[src/sv/mes_pkg.sv]
package mes_pkg;

  // point and orbit format: signed Q4.28
  localparam int unsigned Z_W        = 32;
  localparam int unsigned FRAC_BITS  = 28;
  // products are at most 2^62 before the shift, so a term needs 35 magnitude bits
  localparam int unsigned TERM_W     = 38;
  localparam int unsigned ITER_W     = 10;
  localparam int unsigned ITER_LIMIT = 1023;
  localparam int unsigned MUL_W      = 2 * Z_W;

  // log2 in Q.16, integer part up to 9 for 10-bit arguments
  localparam int unsigned LOG_BITS   = 16;
  localparam int unsigned LOG_E_W    = 4;
  localparam int unsigned LOG_W      = LOG_E_W + LOG_BITS;
  localparam int unsigned BITCNT_W   = $clog2(LOG_BITS);

  localparam int unsigned SHADE_W    = 8;
  localparam int unsigned DIVD_W     = LOG_W + SHADE_W;
  localparam int unsigned QCNT_W     = $clog2(SHADE_W);

  localparam int unsigned CFG_ADDR_W = 3;
  localparam int unsigned CFG_DATA_W = 32;
  localparam logic [0:0]  REG_MAX_ITER   = 1'b0;
  localparam int unsigned MAX_ITER_RESET = 1000;

  typedef logic signed [Z_W-1:0]    z_t;
  typedef logic signed [TERM_W-1:0] term_t;
  typedef logic [ITER_W-1:0]        iter_t;
  typedef logic [LOG_W-1:0]         log_t;
  typedef logic [SHADE_W-1:0]       shade_t;

  localparam term_t BOX_LIMIT  = term_t'(64'sd1 <<< (FRAC_BITS + 1));
  localparam shade_t SHADE_MAX = shade_t'(255);

  typedef enum logic [3:0] {
    ST_IDLE,
    ST_XX,
    ST_YY,
    ST_XY,
    ST_XYCAP,
    ST_STEP,
    ST_CLASS,
    ST_LM_SQ,
    ST_LM_UPD,
    ST_LK_SQ,
    ST_LK_UPD,
    ST_DIVCHK,
    ST_DIV,
    ST_OUT
  } state_e;

  typedef enum logic [1:0] {
    MUL_XX,
    MUL_YY,
    MUL_XY,
    MUL_LOG
  } mul_sel_e;

  typedef enum logic {
    LS_M,
    LS_K
  } log_src_e;

  typedef enum logic [1:0] {
    SH_FULL,
    SH_ZERO,
    SH_DIV
  } shade_src_e;

  typedef struct packed {
    logic       load;
    logic       mul_en;
    mul_sel_e   mul_sel;
    logic       cap_xx;
    logic       cap_yy;
    logic       cap_xy;
    logic       step;
    logic       log_init;
    log_src_e   log_src;
    logic       log_step;
    logic       save_lm;
    logic       save_lk;
    logic       div_start;
    logic       shade_set;
    shade_src_e shade_src;
    logic       out_load;
  } cmd_t;

  typedef struct packed {
    logic m_zero;
    logic step_end;
    logic trivial;
    logic log_bad;
    logic div_done;
  } stat_t;

endpackage

[src/sv/mes_div.sv]
module mes_div (
  input  logic                          clk_i,
  input  logic                          rst_ni,
  input  logic                          start_i,
  input  logic [mes_pkg::DIVD_W-1:0]    dividend_i,
  input  mes_pkg::log_t                 divisor_i,
  output logic                          done_o,
  output mes_pkg::shade_t               quot_o
);

  logic [mes_pkg::DIVD_W-1:0] rem_q, rem_d;
  mes_pkg::log_t              div_q, div_d;
  mes_pkg::shade_t            quot_q, quot_d;
  logic [mes_pkg::QCNT_W-1:0] cnt_q, cnt_d;
  logic                       busy_q, busy_d;
  logic                       done_q, done_d;
  logic [mes_pkg::DIVD_W:0]   trial;

  // restoring division, one quotient bit a cycle, msb first
  assign trial = {1'b0, rem_q} -
                 {1'b0, (mes_pkg::DIVD_W'(div_q) << cnt_q)};

  always_comb begin
    rem_d  = rem_q;
    div_d  = div_q;
    quot_d = quot_q;
    cnt_d  = cnt_q;
    busy_d = busy_q;
    done_d = done_q;
    if (start_i) begin
      rem_d  = dividend_i;
      div_d  = divisor_i;
      quot_d = '0;
      cnt_d  = mes_pkg::QCNT_W'(mes_pkg::SHADE_W - 1);
      busy_d = 1'b1;
      done_d = 1'b0;
    end else if (busy_q) begin
      quot_d = {quot_q[mes_pkg::SHADE_W-2:0], ~trial[mes_pkg::DIVD_W]};
      if (!trial[mes_pkg::DIVD_W]) begin
        rem_d = trial[mes_pkg::DIVD_W-1:0];
      end
      if (cnt_q == '0) begin
        busy_d = 1'b0;
        done_d = 1'b1;
      end else begin
        cnt_d = cnt_q - 1'b1;
      end
    end
  end

  always_ff @(posedge clk_i or negedge rst_ni) begin
    if (!rst_ni) begin
      busy_q <= 1'b0;
      done_q <= 1'b0;
      cnt_q  <= '0;
    end else begin
      busy_q <= busy_d;
      done_q <= done_d;
      cnt_q  <= cnt_d;
    end
  end

  always_ff @(posedge clk_i) begin
    rem_q  <= rem_d;
    div_q  <= div_d;
    quot_q <= quot_d;
  end

  assign done_o = done_q;
  assign quot_o = quot_q;

  // a finished division leaves a remainder below the divisor
  a_rem_below_div: assert property (@(posedge clk_i) disable iff (!rst_ni)
    (done_q && div_q != '0) |-> (rem_q < mes_pkg::DIVD_W'(div_q)))
    else $error("division remainder not below divisor");

endmodule

[src/sv/mes_dp.sv]
module mes_dp (
  input  logic            clk_i,
  input  logic            rst_ni,
  input  mes_pkg::cmd_t   cmd_i,
  output mes_pkg::stat_t  stat_o,
  input  mes_pkg::iter_t  max_iter_i,
  input  mes_pkg::z_t     c_real_i,
  input  mes_pkg::z_t     c_imag_i,
  output mes_pkg::iter_t  escape_count_o,
  output mes_pkg::shade_t shade_o
);

  mes_pkg::z_t   cx_q, cy_q, zx_q, zy_q;
  mes_pkg::term_t xx_q, yy_q, xy_q;
  logic [mes_pkg::MUL_W-1:0] prod_q;
  mes_pkg::iter_t k_q, m_q, count_q;
  logic [mes_pkg::Z_W-1:0]      x_q;
  logic [mes_pkg::LOG_E_W-1:0]  e_q;
  logic [mes_pkg::LOG_BITS-1:0] frac_q;
  mes_pkg::log_t   lm_q, lk_q;
  mes_pkg::shade_t shade_q;
  mes_pkg::iter_t  esc_out_q;
  mes_pkg::shade_t shade_out_q;

  mes_pkg::iter_t m_lim;
  logic [mes_pkg::Z_W-1:0] zx_mag, zy_mag, mul_a, mul_b;
  logic [mes_pkg::Z_W:0]   sq_top;
  logic                    log_bit;
  logic [mes_pkg::Z_W-1:0] x_sq;
  logic [mes_pkg::LOG_BITS-1:0] frac_next;
  mes_pkg::iter_t          log_n;
  logic [mes_pkg::LOG_E_W-1:0] e_init;
  logic [mes_pkg::Z_W-1:0] x_init;
  mes_pkg::term_t nx, ny, xy_mag;
  logic escaped, last;
  mes_pkg::log_t lg_diff;
  logic [mes_pkg::DIVD_W-1:0] dividend;
  logic div_done;
  mes_pkg::shade_t quot;

  assign m_lim = (max_iter_i > mes_pkg::iter_t'(mes_pkg::ITER_LIMIT)) ?
                 mes_pkg::iter_t'(mes_pkg::ITER_LIMIT) : max_iter_i;

  assign zx_mag = zx_q[mes_pkg::Z_W-1] ? unsigned'(-zx_q) : unsigned'(zx_q);
  assign zy_mag = zy_q[mes_pkg::Z_W-1] ? unsigned'(-zy_q) : unsigned'(zy_q);

  // one shared 32x32 multiplier for the orbit and the log squarings
  always_comb begin
    case (cmd_i.mul_sel)
      mes_pkg::MUL_XX: begin
        mul_a = zx_mag;
        mul_b = zx_mag;
      end
      mes_pkg::MUL_YY: begin
        mul_a = zy_mag;
        mul_b = zy_mag;
      end
      mes_pkg::MUL_XY: begin
        mul_a = zx_mag;
        mul_b = zy_mag;
      end
      default: begin
        mul_a = x_q;
        mul_b = x_q;
      end
    endcase
  end

  // mantissa square back in Q1.31, renormalised when it reaches 2.0
  assign sq_top    = prod_q[mes_pkg::MUL_W-1:mes_pkg::Z_W-1];
  assign log_bit   = sq_top[mes_pkg::Z_W];
  assign x_sq      = log_bit ? sq_top[mes_pkg::Z_W:1] : sq_top[mes_pkg::Z_W-1:0];
  assign frac_next = {frac_q[mes_pkg::LOG_BITS-2:0], log_bit};

  assign log_n = (cmd_i.log_src == mes_pkg::LS_M) ? m_q : count_q;

  always_comb begin
    e_init = '0;
    for (int i = 0; i < int'(mes_pkg::ITER_W); i++) begin
      if (log_n[i]) begin
        e_init = mes_pkg::LOG_E_W'(i);
      end
    end
  end

  assign x_init = mes_pkg::Z_W'(log_n) << (5'(mes_pkg::Z_W - 1) - 5'(e_init));

  assign xy_mag = mes_pkg::term_t'(prod_q >> (mes_pkg::FRAC_BITS - 1));

  assign nx = xx_q - yy_q + mes_pkg::term_t'(cx_q);
  assign ny = xy_q + mes_pkg::term_t'(cy_q);

  // box test, both bounds inclusive
  assign escaped = (nx < -mes_pkg::BOX_LIMIT) || (nx > mes_pkg::BOX_LIMIT) ||
                   (ny < -mes_pkg::BOX_LIMIT) || (ny > mes_pkg::BOX_LIMIT);
  assign last    = (k_q == m_q);

  // 255 * (lm - lk) as a shift and subtract
  assign lg_diff  = lm_q - lk_q;
  assign dividend = {lg_diff, {mes_pkg::SHADE_W{1'b0}}} - mes_pkg::DIVD_W'(lg_diff);

  mes_div u_div (
    .clk_i      (clk_i),
    .rst_ni     (rst_ni),
    .start_i    (cmd_i.div_start),
    .dividend_i (dividend),
    .divisor_i  (lm_q),
    .done_o     (div_done),
    .quot_o     (quot)
  );

  always_ff @(posedge clk_i) begin
    if (cmd_i.mul_en) begin
      prod_q <= mes_pkg::MUL_W'(mul_a) * mes_pkg::MUL_W'(mul_b);
    end
    if (cmd_i.cap_xx) begin
      xx_q <= mes_pkg::term_t'(prod_q >> mes_pkg::FRAC_BITS);
    end
    if (cmd_i.cap_yy) begin
      yy_q <= mes_pkg::term_t'(prod_q >> mes_pkg::FRAC_BITS);
    end
    if (cmd_i.cap_xy) begin
      xy_q <= (zx_q[mes_pkg::Z_W-1] ^ zy_q[mes_pkg::Z_W-1]) ? -xy_mag : xy_mag;
    end

    if (cmd_i.load) begin
      cx_q    <= c_real_i;
      cy_q    <= c_imag_i;
      zx_q    <= c_real_i;
      zy_q    <= c_imag_i;
      k_q     <= mes_pkg::iter_t'(1);
      m_q     <= m_lim;
      count_q <= '0;
    end else if (cmd_i.step) begin
      if (escaped) begin
        count_q <= k_q;
      end else if (!last) begin
        zx_q <= mes_pkg::z_t'(nx);
        zy_q <= mes_pkg::z_t'(ny);
        k_q  <= k_q + 1'b1;
      end
    end

    if (cmd_i.log_init) begin
      x_q    <= x_init;
      e_q    <= e_init;
      frac_q <= '0;
    end else if (cmd_i.log_step) begin
      x_q    <= x_sq;
      frac_q <= frac_next;
    end
    if (cmd_i.save_lm) begin
      lm_q <= {e_q, frac_next};
    end
    if (cmd_i.save_lk) begin
      lk_q <= {e_q, frac_next};
    end

    if (cmd_i.shade_set) begin
      case (cmd_i.shade_src)
        mes_pkg::SH_FULL: shade_q <= mes_pkg::SHADE_MAX;
        mes_pkg::SH_DIV:  shade_q <= quot;
        default:          shade_q <= '0;
      endcase
    end

    if (cmd_i.out_load) begin
      esc_out_q   <= count_q;
      shade_out_q <= shade_q;
    end
  end

  assign stat_o.m_zero   = (m_lim == '0);
  assign stat_o.step_end = escaped || last;
  assign stat_o.trivial  = (count_q == '0) || count_q[0];
  assign stat_o.log_bad  = (lk_q > lm_q) || (lm_q == '0);
  assign stat_o.div_done = div_done;

  assign escape_count_o = esc_out_q;
  assign shade_o        = shade_out_q;

  // odd or zero counts always come out full white
  a_trivial_white: assert property (@(posedge clk_i) disable iff (!rst_ni)
    (cmd_i.out_load && ((count_q == '0) || count_q[0])) |=>
      (shade_out_q == mes_pkg::SHADE_MAX))
    else $error("odd or zero count without full shade");

  // an orbit that keeps going stays inside the box
  a_orbit_in_box: assert property (@(posedge clk_i) disable iff (!rst_ni)
    (cmd_i.step && !escaped && !last) |=>
      ((mes_pkg::term_t'(zx_q) <= mes_pkg::BOX_LIMIT) &&
       (mes_pkg::term_t'(zx_q) >= -mes_pkg::BOX_LIMIT) &&
       (mes_pkg::term_t'(zy_q) <= mes_pkg::BOX_LIMIT) &&
       (mes_pkg::term_t'(zy_q) >= -mes_pkg::BOX_LIMIT)))
    else $error("orbit left the box without escaping");

endmodule

[src/sv/mes_ctrl.sv]
module mes_ctrl (
  input  logic           clk_i,
  input  logic           rst_ni,
  input  logic           in_valid_i,
  output logic           in_stall_o,
  output logic           out_valid_o,
  input  logic           out_stall_i,
  input  mes_pkg::stat_t stat_i,
  output mes_pkg::cmd_t  cmd_o
);

  mes_pkg::state_e state_q, state_d;
  logic [mes_pkg::BITCNT_W-1:0] bit_cnt_q, bit_cnt_d;
  logic out_valid_q, out_valid_d;
  logic last_bit;

  assign last_bit = (bit_cnt_q == mes_pkg::BITCNT_W'(mes_pkg::LOG_BITS - 1));

  always_comb begin
    state_d   = state_q;
    bit_cnt_d = bit_cnt_q;
    cmd_o     = '0;
    unique case (state_q)
      mes_pkg::ST_IDLE: begin
        if (in_valid_i) begin
          cmd_o.load = 1'b1;
          state_d    = stat_i.m_zero ? mes_pkg::ST_CLASS : mes_pkg::ST_XX;
        end
      end
      mes_pkg::ST_XX: begin
        cmd_o.mul_en  = 1'b1;
        cmd_o.mul_sel = mes_pkg::MUL_XX;
        state_d       = mes_pkg::ST_YY;
      end
      mes_pkg::ST_YY: begin
        cmd_o.cap_xx  = 1'b1;
        cmd_o.mul_en  = 1'b1;
        cmd_o.mul_sel = mes_pkg::MUL_YY;
        state_d       = mes_pkg::ST_XY;
      end
      mes_pkg::ST_XY: begin
        cmd_o.cap_yy  = 1'b1;
        cmd_o.mul_en  = 1'b1;
        cmd_o.mul_sel = mes_pkg::MUL_XY;
        state_d       = mes_pkg::ST_XYCAP;
      end
      mes_pkg::ST_XYCAP: begin
        cmd_o.cap_xy = 1'b1;
        state_d      = mes_pkg::ST_STEP;
      end
      mes_pkg::ST_STEP: begin
        cmd_o.step = 1'b1;
        state_d    = stat_i.step_end ? mes_pkg::ST_CLASS : mes_pkg::ST_XX;
      end
      mes_pkg::ST_CLASS: begin
        if (stat_i.trivial) begin
          cmd_o.shade_set = 1'b1;
          cmd_o.shade_src = mes_pkg::SH_FULL;
          state_d         = mes_pkg::ST_OUT;
        end else begin
          cmd_o.log_init = 1'b1;
          cmd_o.log_src  = mes_pkg::LS_M;
          bit_cnt_d      = '0;
          state_d        = mes_pkg::ST_LM_SQ;
        end
      end
      mes_pkg::ST_LM_SQ: begin
        cmd_o.mul_en  = 1'b1;
        cmd_o.mul_sel = mes_pkg::MUL_LOG;
        state_d       = mes_pkg::ST_LM_UPD;
      end
      mes_pkg::ST_LK_SQ: begin
        cmd_o.mul_en  = 1'b1;
        cmd_o.mul_sel = mes_pkg::MUL_LOG;
        state_d       = mes_pkg::ST_LK_UPD;
      end
      mes_pkg::ST_LM_UPD: begin
        cmd_o.mul_sel = mes_pkg::MUL_LOG;
        if (last_bit) begin
          // store log of the bound and start on the count
          cmd_o.save_lm  = 1'b1;
          cmd_o.log_init = 1'b1;
          cmd_o.log_src  = mes_pkg::LS_K;
          bit_cnt_d      = '0;
          state_d        = mes_pkg::ST_LK_SQ;
        end else begin
          cmd_o.log_step = 1'b1;
          bit_cnt_d      = bit_cnt_q + 1'b1;
          state_d        = mes_pkg::ST_LM_SQ;
        end
      end
      mes_pkg::ST_LK_UPD: begin
        cmd_o.mul_sel = mes_pkg::MUL_LOG;
        cmd_o.log_src = mes_pkg::LS_K;
        if (last_bit) begin
          cmd_o.save_lk = 1'b1;
          state_d       = mes_pkg::ST_DIVCHK;
        end else begin
          cmd_o.log_step = 1'b1;
          bit_cnt_d      = bit_cnt_q + 1'b1;
          state_d        = mes_pkg::ST_LK_SQ;
        end
      end
      mes_pkg::ST_DIVCHK: begin
        if (stat_i.log_bad) begin
          cmd_o.shade_set = 1'b1;
          cmd_o.shade_src = mes_pkg::SH_ZERO;
          state_d         = mes_pkg::ST_OUT;
        end else begin
          cmd_o.div_start = 1'b1;
          state_d         = mes_pkg::ST_DIV;
        end
      end
      mes_pkg::ST_DIV: begin
        if (stat_i.div_done) begin
          cmd_o.shade_set = 1'b1;
          cmd_o.shade_src = mes_pkg::SH_DIV;
          state_d         = mes_pkg::ST_OUT;
        end
      end
      mes_pkg::ST_OUT: begin
        // output register free, or emptied by a transfer this cycle
        if (!out_valid_q || !out_stall_i) begin
          cmd_o.out_load = 1'b1;
          state_d        = mes_pkg::ST_IDLE;
        end
      end
      default: begin
        state_d = mes_pkg::ST_IDLE;
      end
    endcase
  end

  always_comb begin
    out_valid_d = out_valid_q;
    if (cmd_o.out_load) begin
      out_valid_d = 1'b1;
    end else if (out_valid_q && !out_stall_i) begin
      out_valid_d = 1'b0;
    end
  end

  always_ff @(posedge clk_i or negedge rst_ni) begin
    if (!rst_ni) begin
      state_q     <= mes_pkg::ST_IDLE;
      bit_cnt_q   <= '0;
      out_valid_q <= 1'b0;
    end else begin
      state_q     <= state_d;
      bit_cnt_q   <= bit_cnt_d;
      out_valid_q <= out_valid_d;
    end
  end

  assign in_stall_o  = (state_q != mes_pkg::ST_IDLE);
  assign out_valid_o = out_valid_q;

  // every log starts from bit zero of the fraction
  a_log_cnt_start: assert property (@(posedge clk_i) disable iff (!rst_ni)
    (state_q == mes_pkg::ST_CLASS && state_d == mes_pkg::ST_LM_SQ) |=>
      (bit_cnt_q == '0))
    else $error("log bit counter not cleared");

  // a result is only loaded when the output register can take it
  a_no_overwrite: assert property (@(posedge clk_i) disable iff (!rst_ni)
    (cmd_o.out_load && out_valid_q) |-> !out_stall_i)
    else $error("pending result overwritten");

endmodule

[src/sv/mandelbrot_escape_shader_core.sv]
// Mandelbrot escape-time shader. Each transfer on the input brings one point c
// (signed Q4.28); the block iterates z = z*z + c from z = c and returns the first
// step at which either part of z leaves [-2, 2] (0 if none within max_iterations),
// plus a gray shade: 255 for an odd or zero count, else 255*(1 - log2 k/log2 m) from
// a fixed-point log with 16 fraction bits. All products go through one 32x32
// multiplier, so each iteration step runs through the states XX, YY, XY, XYCAP
// and STEP in turn. An item runs the orbit (k = escape step, or max_iterations
// for a point that stays), then either sets the full shade for an odd or zero
// count, or works out the two logs (a squaring and an update per fraction bit)
// and the shade division; it then hands the result to the output register,
// waiting for a full one to drain. One point is worked on at a time; the next is
// taken while the previous result still waits in the output register.
// max_iterations sits at byte address 0 of the register port and resets to 1000.
module mandelbrot_escape_shader_core (
  input  logic                               clk_i,
  input  logic                               rst_ni,
  input  logic                               psel,
  input  logic                               penable,
  input  logic                               pwrite,
  input  logic [mes_pkg::CFG_ADDR_W-1:0]     paddr,
  input  logic [mes_pkg::CFG_DATA_W-1:0]     pwdata,
  output logic [mes_pkg::CFG_DATA_W-1:0]     prdata,
  output logic                               pready,
  input  logic                               in_valid_i,
  output logic                               in_stall_o,
  input  logic signed [mes_pkg::Z_W-1:0]     c_real_i,
  input  logic signed [mes_pkg::Z_W-1:0]     c_imag_i,
  output logic                               out_valid_o,
  input  logic                               out_stall_i,
  output logic [mes_pkg::ITER_W-1:0]         escape_count_o,
  output logic [mes_pkg::SHADE_W-1:0]        shade_o
);

  mes_pkg::iter_t max_iter_q, max_iter_d;
  logic           reg_hit;
  mes_pkg::cmd_t  cmd;
  mes_pkg::stat_t stat;

  assign reg_hit = (paddr[mes_pkg::CFG_ADDR_W-1:2] == mes_pkg::REG_MAX_ITER);

  always_comb begin
    max_iter_d = max_iter_q;
    if (psel && penable && pwrite && reg_hit) begin
      max_iter_d = pwdata[mes_pkg::ITER_W-1:0];
    end
  end

  always_ff @(posedge clk_i or negedge rst_ni) begin
    if (!rst_ni) begin
      max_iter_q <= mes_pkg::iter_t'(mes_pkg::MAX_ITER_RESET);
    end else begin
      max_iter_q <= max_iter_d;
    end
  end

  assign pready = 1'b1;
  assign prdata = reg_hit ? mes_pkg::CFG_DATA_W'(max_iter_q) : '0;

  mes_ctrl u_ctrl (
    .clk_i       (clk_i),
    .rst_ni      (rst_ni),
    .in_valid_i  (in_valid_i),
    .in_stall_o  (in_stall_o),
    .out_valid_o (out_valid_o),
    .out_stall_i (out_stall_i),
    .stat_i      (stat),
    .cmd_o       (cmd)
  );

  mes_dp u_dp (
    .clk_i          (clk_i),
    .rst_ni         (rst_ni),
    .cmd_i          (cmd),
    .stat_o         (stat),
    .max_iter_i     (max_iter_q),
    .c_real_i       (c_real_i),
    .c_imag_i       (c_imag_i),
    .escape_count_o (escape_count_o),
    .shade_o        (shade_o)
  );

endmodule
[config.mk]
export PLATFORM = sky130hd
export DESIGN_NAME = mandelbrot_escape_shader_core
export DESIGN_NICKNAME = d
export VERILOG_FILES = /design/src/sv/mes_pkg.sv /design/src/sv/mes_div.sv /design/src/sv/mes_dp.sv /design/src/sv/mes_ctrl.sv /design/src/sv/mandelbrot_escape_shader_core.sv
export SDC_FILE = /design/constraint.sdc
export NUM_CORES = 2
export LEC_CHECK = 0
export BUFFER_PORTS_ARGS = -buffer_cell sky130_fd_sc_hd__buf_2
export CAP_MARGIN = 20
export CORE_MARGIN = 2
export CORE_UTILIZATION = 40
export CTS_BUF_LIST = sky130_fd_sc_hd__clkbuf_4
export DETAILED_ROUTE_END_ITERATION = 16
export PLACE_DENSITY = 0.69
export SLEW_MARGIN = 20
export SYNTH_ARGS = -nofsm -noshare
export SYNTH_HDL_FRONTEND = slang
export SYNTH_SLANG_ARGS = --single-unit
[constraint.sdc]
create_clock -name clk_i -period 9.9 [get_ports clk_i]
set_clock_uncertainty 0.1 [all_clocks]
set_input_delay 1.98 -clock clk_i [delete_from_list [all_inputs] [get_ports clk_i]]
set_output_delay 1.98 -clock clk_i [all_outputs]
set_load 0.01 [all_outputs]
==> flow_results.org <==
** Timing
- Dividing the final minimum period by the clock period gives 1.11.
- For this run, the top clock speed supported by timing is a little over 90 MHz.
- The final hold violation count is 0.
- Final total negative setup slack :: -30,670 ps
- Post-layout worst setup margin :: -1120 ps
- The final max-slew violation count was 0.
- Setup violations remaining at the end of the flow were counted as 34.
- Headroom to the max-slew limit came out at 0.208.
- For the finished layout, the period the worst path requires is 11,020 ps.
- Setup repair after global routing could not meet its margin everywhere.
- At the pin with the least slew margin, the transition time is 1180 ps.

** Setup path
- Highest-delay cell along the critical path :: fa_2
- Family with the most delay on the worst path :: adder cells
- Data required time of the worst path :: 10,500 ps
- The worst setup path is launched from a flip-flop.
- STA classifies the critical path endpoint as a flip-flop.
- The critical path runs through a total of 38 cells.
- Counting stages on the worst path, the most repeated cell is fa_1.
- Worst Reg-to-Reg Cells :: 38
- Category of the most critical setup path :: flip-flop to flip-flop
- Buffers plus inverters on the worst setup path :: 6
- Largest driver fanout on the critical path :: 4
- At the worst endpoint, the arrival time is 11,630 ps.
- For this run, the slowest stage of the critical path takes 610 ps.

** Global routing
- First-pass GRT wire length :: about 320,000 um
- Across every metal layer, demand over resource in global routing totals 0.263.
- In the global route stage, met3 resource usage came out at 0.0531.
- Layer with the highest usage :: met2
- Number of global-route vias before repair :: 53,609
- For this run, global-route usage on met2 was measured as 0.421.
- Total global routing overflow :: 0
- Pin count of the biggest net entering global routing :: ~110
- For met1 alone, demand over resource in global routing was 0.343.
- The number of antenna violations at the first check in global routing is 8.

** Detailed routing
- Final routed wire length divided by cell count :: 22.0 um
- The detail route stage leaves a number of antenna-violating nets equal to 0.
- The routed design has 212,000 um of wire.
- Total number of vias :: roughly 52,000
- The detailed router finished its first iteration with between 4,000 and 5,000 violations.
- After detailed routing, the number of vias per cell comes to 5.40.
- TritonRoute pass-1 iters :: 7
- For this run, design rule violations remaining after detail routing come to 0.

** Final layout
- The filler cells instantiated in the layout total ~15,000.
- Proportion of layout cells with a drive suffix above 1 :: 0.186
- Most common library cell in the layout ignoring fill and taps :: inv_1
- Area added between synthesis and finish :: 19.0%
- Final #Nets :: 8,921
- In the layout the commonest cells are inv_1, fa_1, nor2_1.

** Placement
- Once detailed placement completed, the half-perimeter wirelength came to about 180,000 um.
- Buffers placed on the I/O ports in this run total 111.
- At the end of routability-driven placement, the weighted congestion stood at 1.07.

** Synthesis
- Counting flops with an async set or reset pin after synthesis yields a share of 0.0478.
- Portion of the post-synthesis area used by sequential elements :: 0.231
- Library cells used by synthesis :: 100
- Post-synth EDFFs :: 435
- Yosys printed 0 warnings.
- In this run the cell area of the synthesized design comes to 63,000 um^2.
- Gate count after technology mapping :: 6,771
- Summed over all instances, the cell type with the most area after synthesis is fa_1.
- After synthesis, the mean cell area works out to between 9 and 10 um^2.
- Leading post-synthesis cells by cell area :: fa_1, edfxtp_1, ha_1
- Synthesis-stage register bit count :: 502
- The most used flip-flop cell after synthesis is edfxtp_1.
- Of the post-synthesis cell area, the dominant cell type holds 0.286.

** Clock tree
- Root Driver :: clkbuf_4
- TritonCTS clock tree :: yes
- Inserted Clock Buffers :: around 120
- Counting every sink on the clock net gives ~500.
- The clock tree synthesis step divided the H-tree into 3 levels.
- Clock-pin slew was measured on the worst setup and hold paths at roughly 70 ps.
- Bufs on Longest Clock Path :: 3
- The clock reaches the later pin of the worst-skew pair after 1020 ps.

** Floorplan
- Effective utilization at floorplan :: 0.403
- Top-Level Pins :: 159
- From left edge to right edge, the die measures 401 um.
- Die Outline Area :: about 160,000 um^2
- Num rows :: 145
- Die height :: approximately 400 um
- The floorplan step defined a core boundary enclosing around 160,000 um^2.

** Flow run
- Number of maximum-capacitance violations :: 0

** Hold path
- Worst Hold Path Cells :: 2
- The min-delay analysis places its worst path in the category flip-flop to flip-flop.

** Outcome
- Failing checks :: setup timing
- The flow ran to the end, but the final reports show violations.
## state kept, by name (all words and copies together), names as in the netlist, 20 cells and up
| signal | count |
|---|---|
| u_dp.xy_q | 38 |
| u_dp.prod_q | 37 |
| u_dp.xx_q | 36 |
| u_dp.yy_q | 36 |
| u_dp.cx_q | 32 |
| u_dp.cy_q | 32 |
| u_dp.x_q | 32 |
| u_dp.zx_q | 32 |
| u_dp.zy_q | 32 |
| u_dp.u_div.rem_q | 28 |
| u_dp.lk_q | 20 |
| u_dp.lm_q | 20 |
| u_dp.u_div.div_q | 20 |
## cell families (layout without fill, tap and decap cells)
kind of cell | Yosys count | in the layout | synth area share
DFF | 502 | 502 | 0.231
xor gates and xnor gates | 290 | 290 | 0.0403
and+or+nand+nor | 2178 | 2178 | 0.151
AOI/OAI and AO/OA | 952 | 952 | 0.0988
adders and majority gates | 1340 | 1340 | 0.373
buffers and inverters | 1385 | 2165 | 0.0847
muxes | 122 | 122 | 0.0216
other | 2 | 30 | 0.000119
## per-layer routing
layer  share of wire  routed length [um]  vias to the layer above
li1                -                   -                    23496
met1            0.40               84900                    25910
met2            0.46               97300                     2151
met3           0.086               18200                      445
met4           0.055               11700                        7
met5         0.00039                  82                        -
## through the flow
step,util,cell area (um^2),setup slack [ps],hold WS (ps),cells
after floorplan,-,63500,-262,300,6792
after global placement,0.460,71900,-1330,309,9362
after detailed placement,0.460,72000,-1360,306,9362
after CTS,0.474,74200,-1010,289,9604
after global routing,0.480,75000,-1470,312,9635
final,0.480,75000,-1120,311,9637
## worst register-to-register path: cells and delay by family, from the launching register on
| family | cells | cell delay, ps |
|---|---|---|
| flip-flops | 1 | 390 |
| AO/OA/AOI/OAI | 9 | 1950 |
| buffers and inverters | 6 | 570 |
| XOR/XNOR | 2 | 230 |
| AND/OR/NAND/NOR | 12 | 3140 |
| adder cells (fa/ha/maj) | 9 | 4390 |
## cell usage after synthesis (21+ instances only)
cell	n
a211oi_1	29
a21o_1	81
a21oi_1	270
a221oi_1	35
a31oi_1	28
and2_1	23
and3_1	23
buf_4	28
clkbuf_1	273
dfxtp_1	43
edfxtp_1	435
fa_1	900
ha_1	440
inv_1	1042
mux2_2	24
mux2i_1	89
nand2_1	709
nand2b_1	71
nand3_1	100
nand4_1	38
nor2_1	897
nor2b_1	45
nor3_1	83
nor4_1	28
o21a_1	46
o21ai_0	192
o21bai_1	29
o31a_1	23
o31ai_1	55
or2_2	40
or3_1	48
or4_1	21
xnor2_1	176
xor2_1	114
## area by class of cell
| type | count | area, um^2 | share of cell area |
|---|---|---|---|
| Inverter | 1049 | 3940 | 0.0526 |
| Clock inverter | 49 | 282 | 0.00375 |
| Clock buffer | 167 | 1250 | 0.0167 |
| Tap cell | 2058 | 2570 | 0.0343 |
| Multi-Input combinational cell | 4905 | 44700 | 0.596 |
| Sequential cell | 502 | 14500 | 0.194 |
| Antenna cell | 7 | 17.5 | 0.000233 |
| Timing Repair Buffer | 900 | 7680 | 0.102 |
## worst paths after layout
check / from / endpoint / slack (ps)
max reg2reg: u_dp.zx_q[5] / u_dp.prod_q[62] / -1120
min reg2reg: u_dp.frac_q[11] / u_dp.frac_q[12] / 310
max: u_dp.zx_q[5] / u_dp.prod_q[62] / -1120
max in group asynchronous: rst_ni / u_ctrl.bit_cnt_q[0] / 8360
min in group asynchronous: rst_ni / max_iter_q[2] / 860
min: u_dp.frac_q[11] / u_dp.frac_q[12] / 310
## timing repair
item                                    in CTS  in global routing
resized for setup                           99                126
setup buffers                               32                 31
endpoints found under the setup margin      36                 37
cloned                                       0                  1
pin swaps                                   48                 71
hold endpoints to repair                     0                  0
hold buffers                                 0                  0
Power is left out: the tool's default activity adds up to more than one toggle a clock period on the data nets, which glitch-free logic cannot reach.
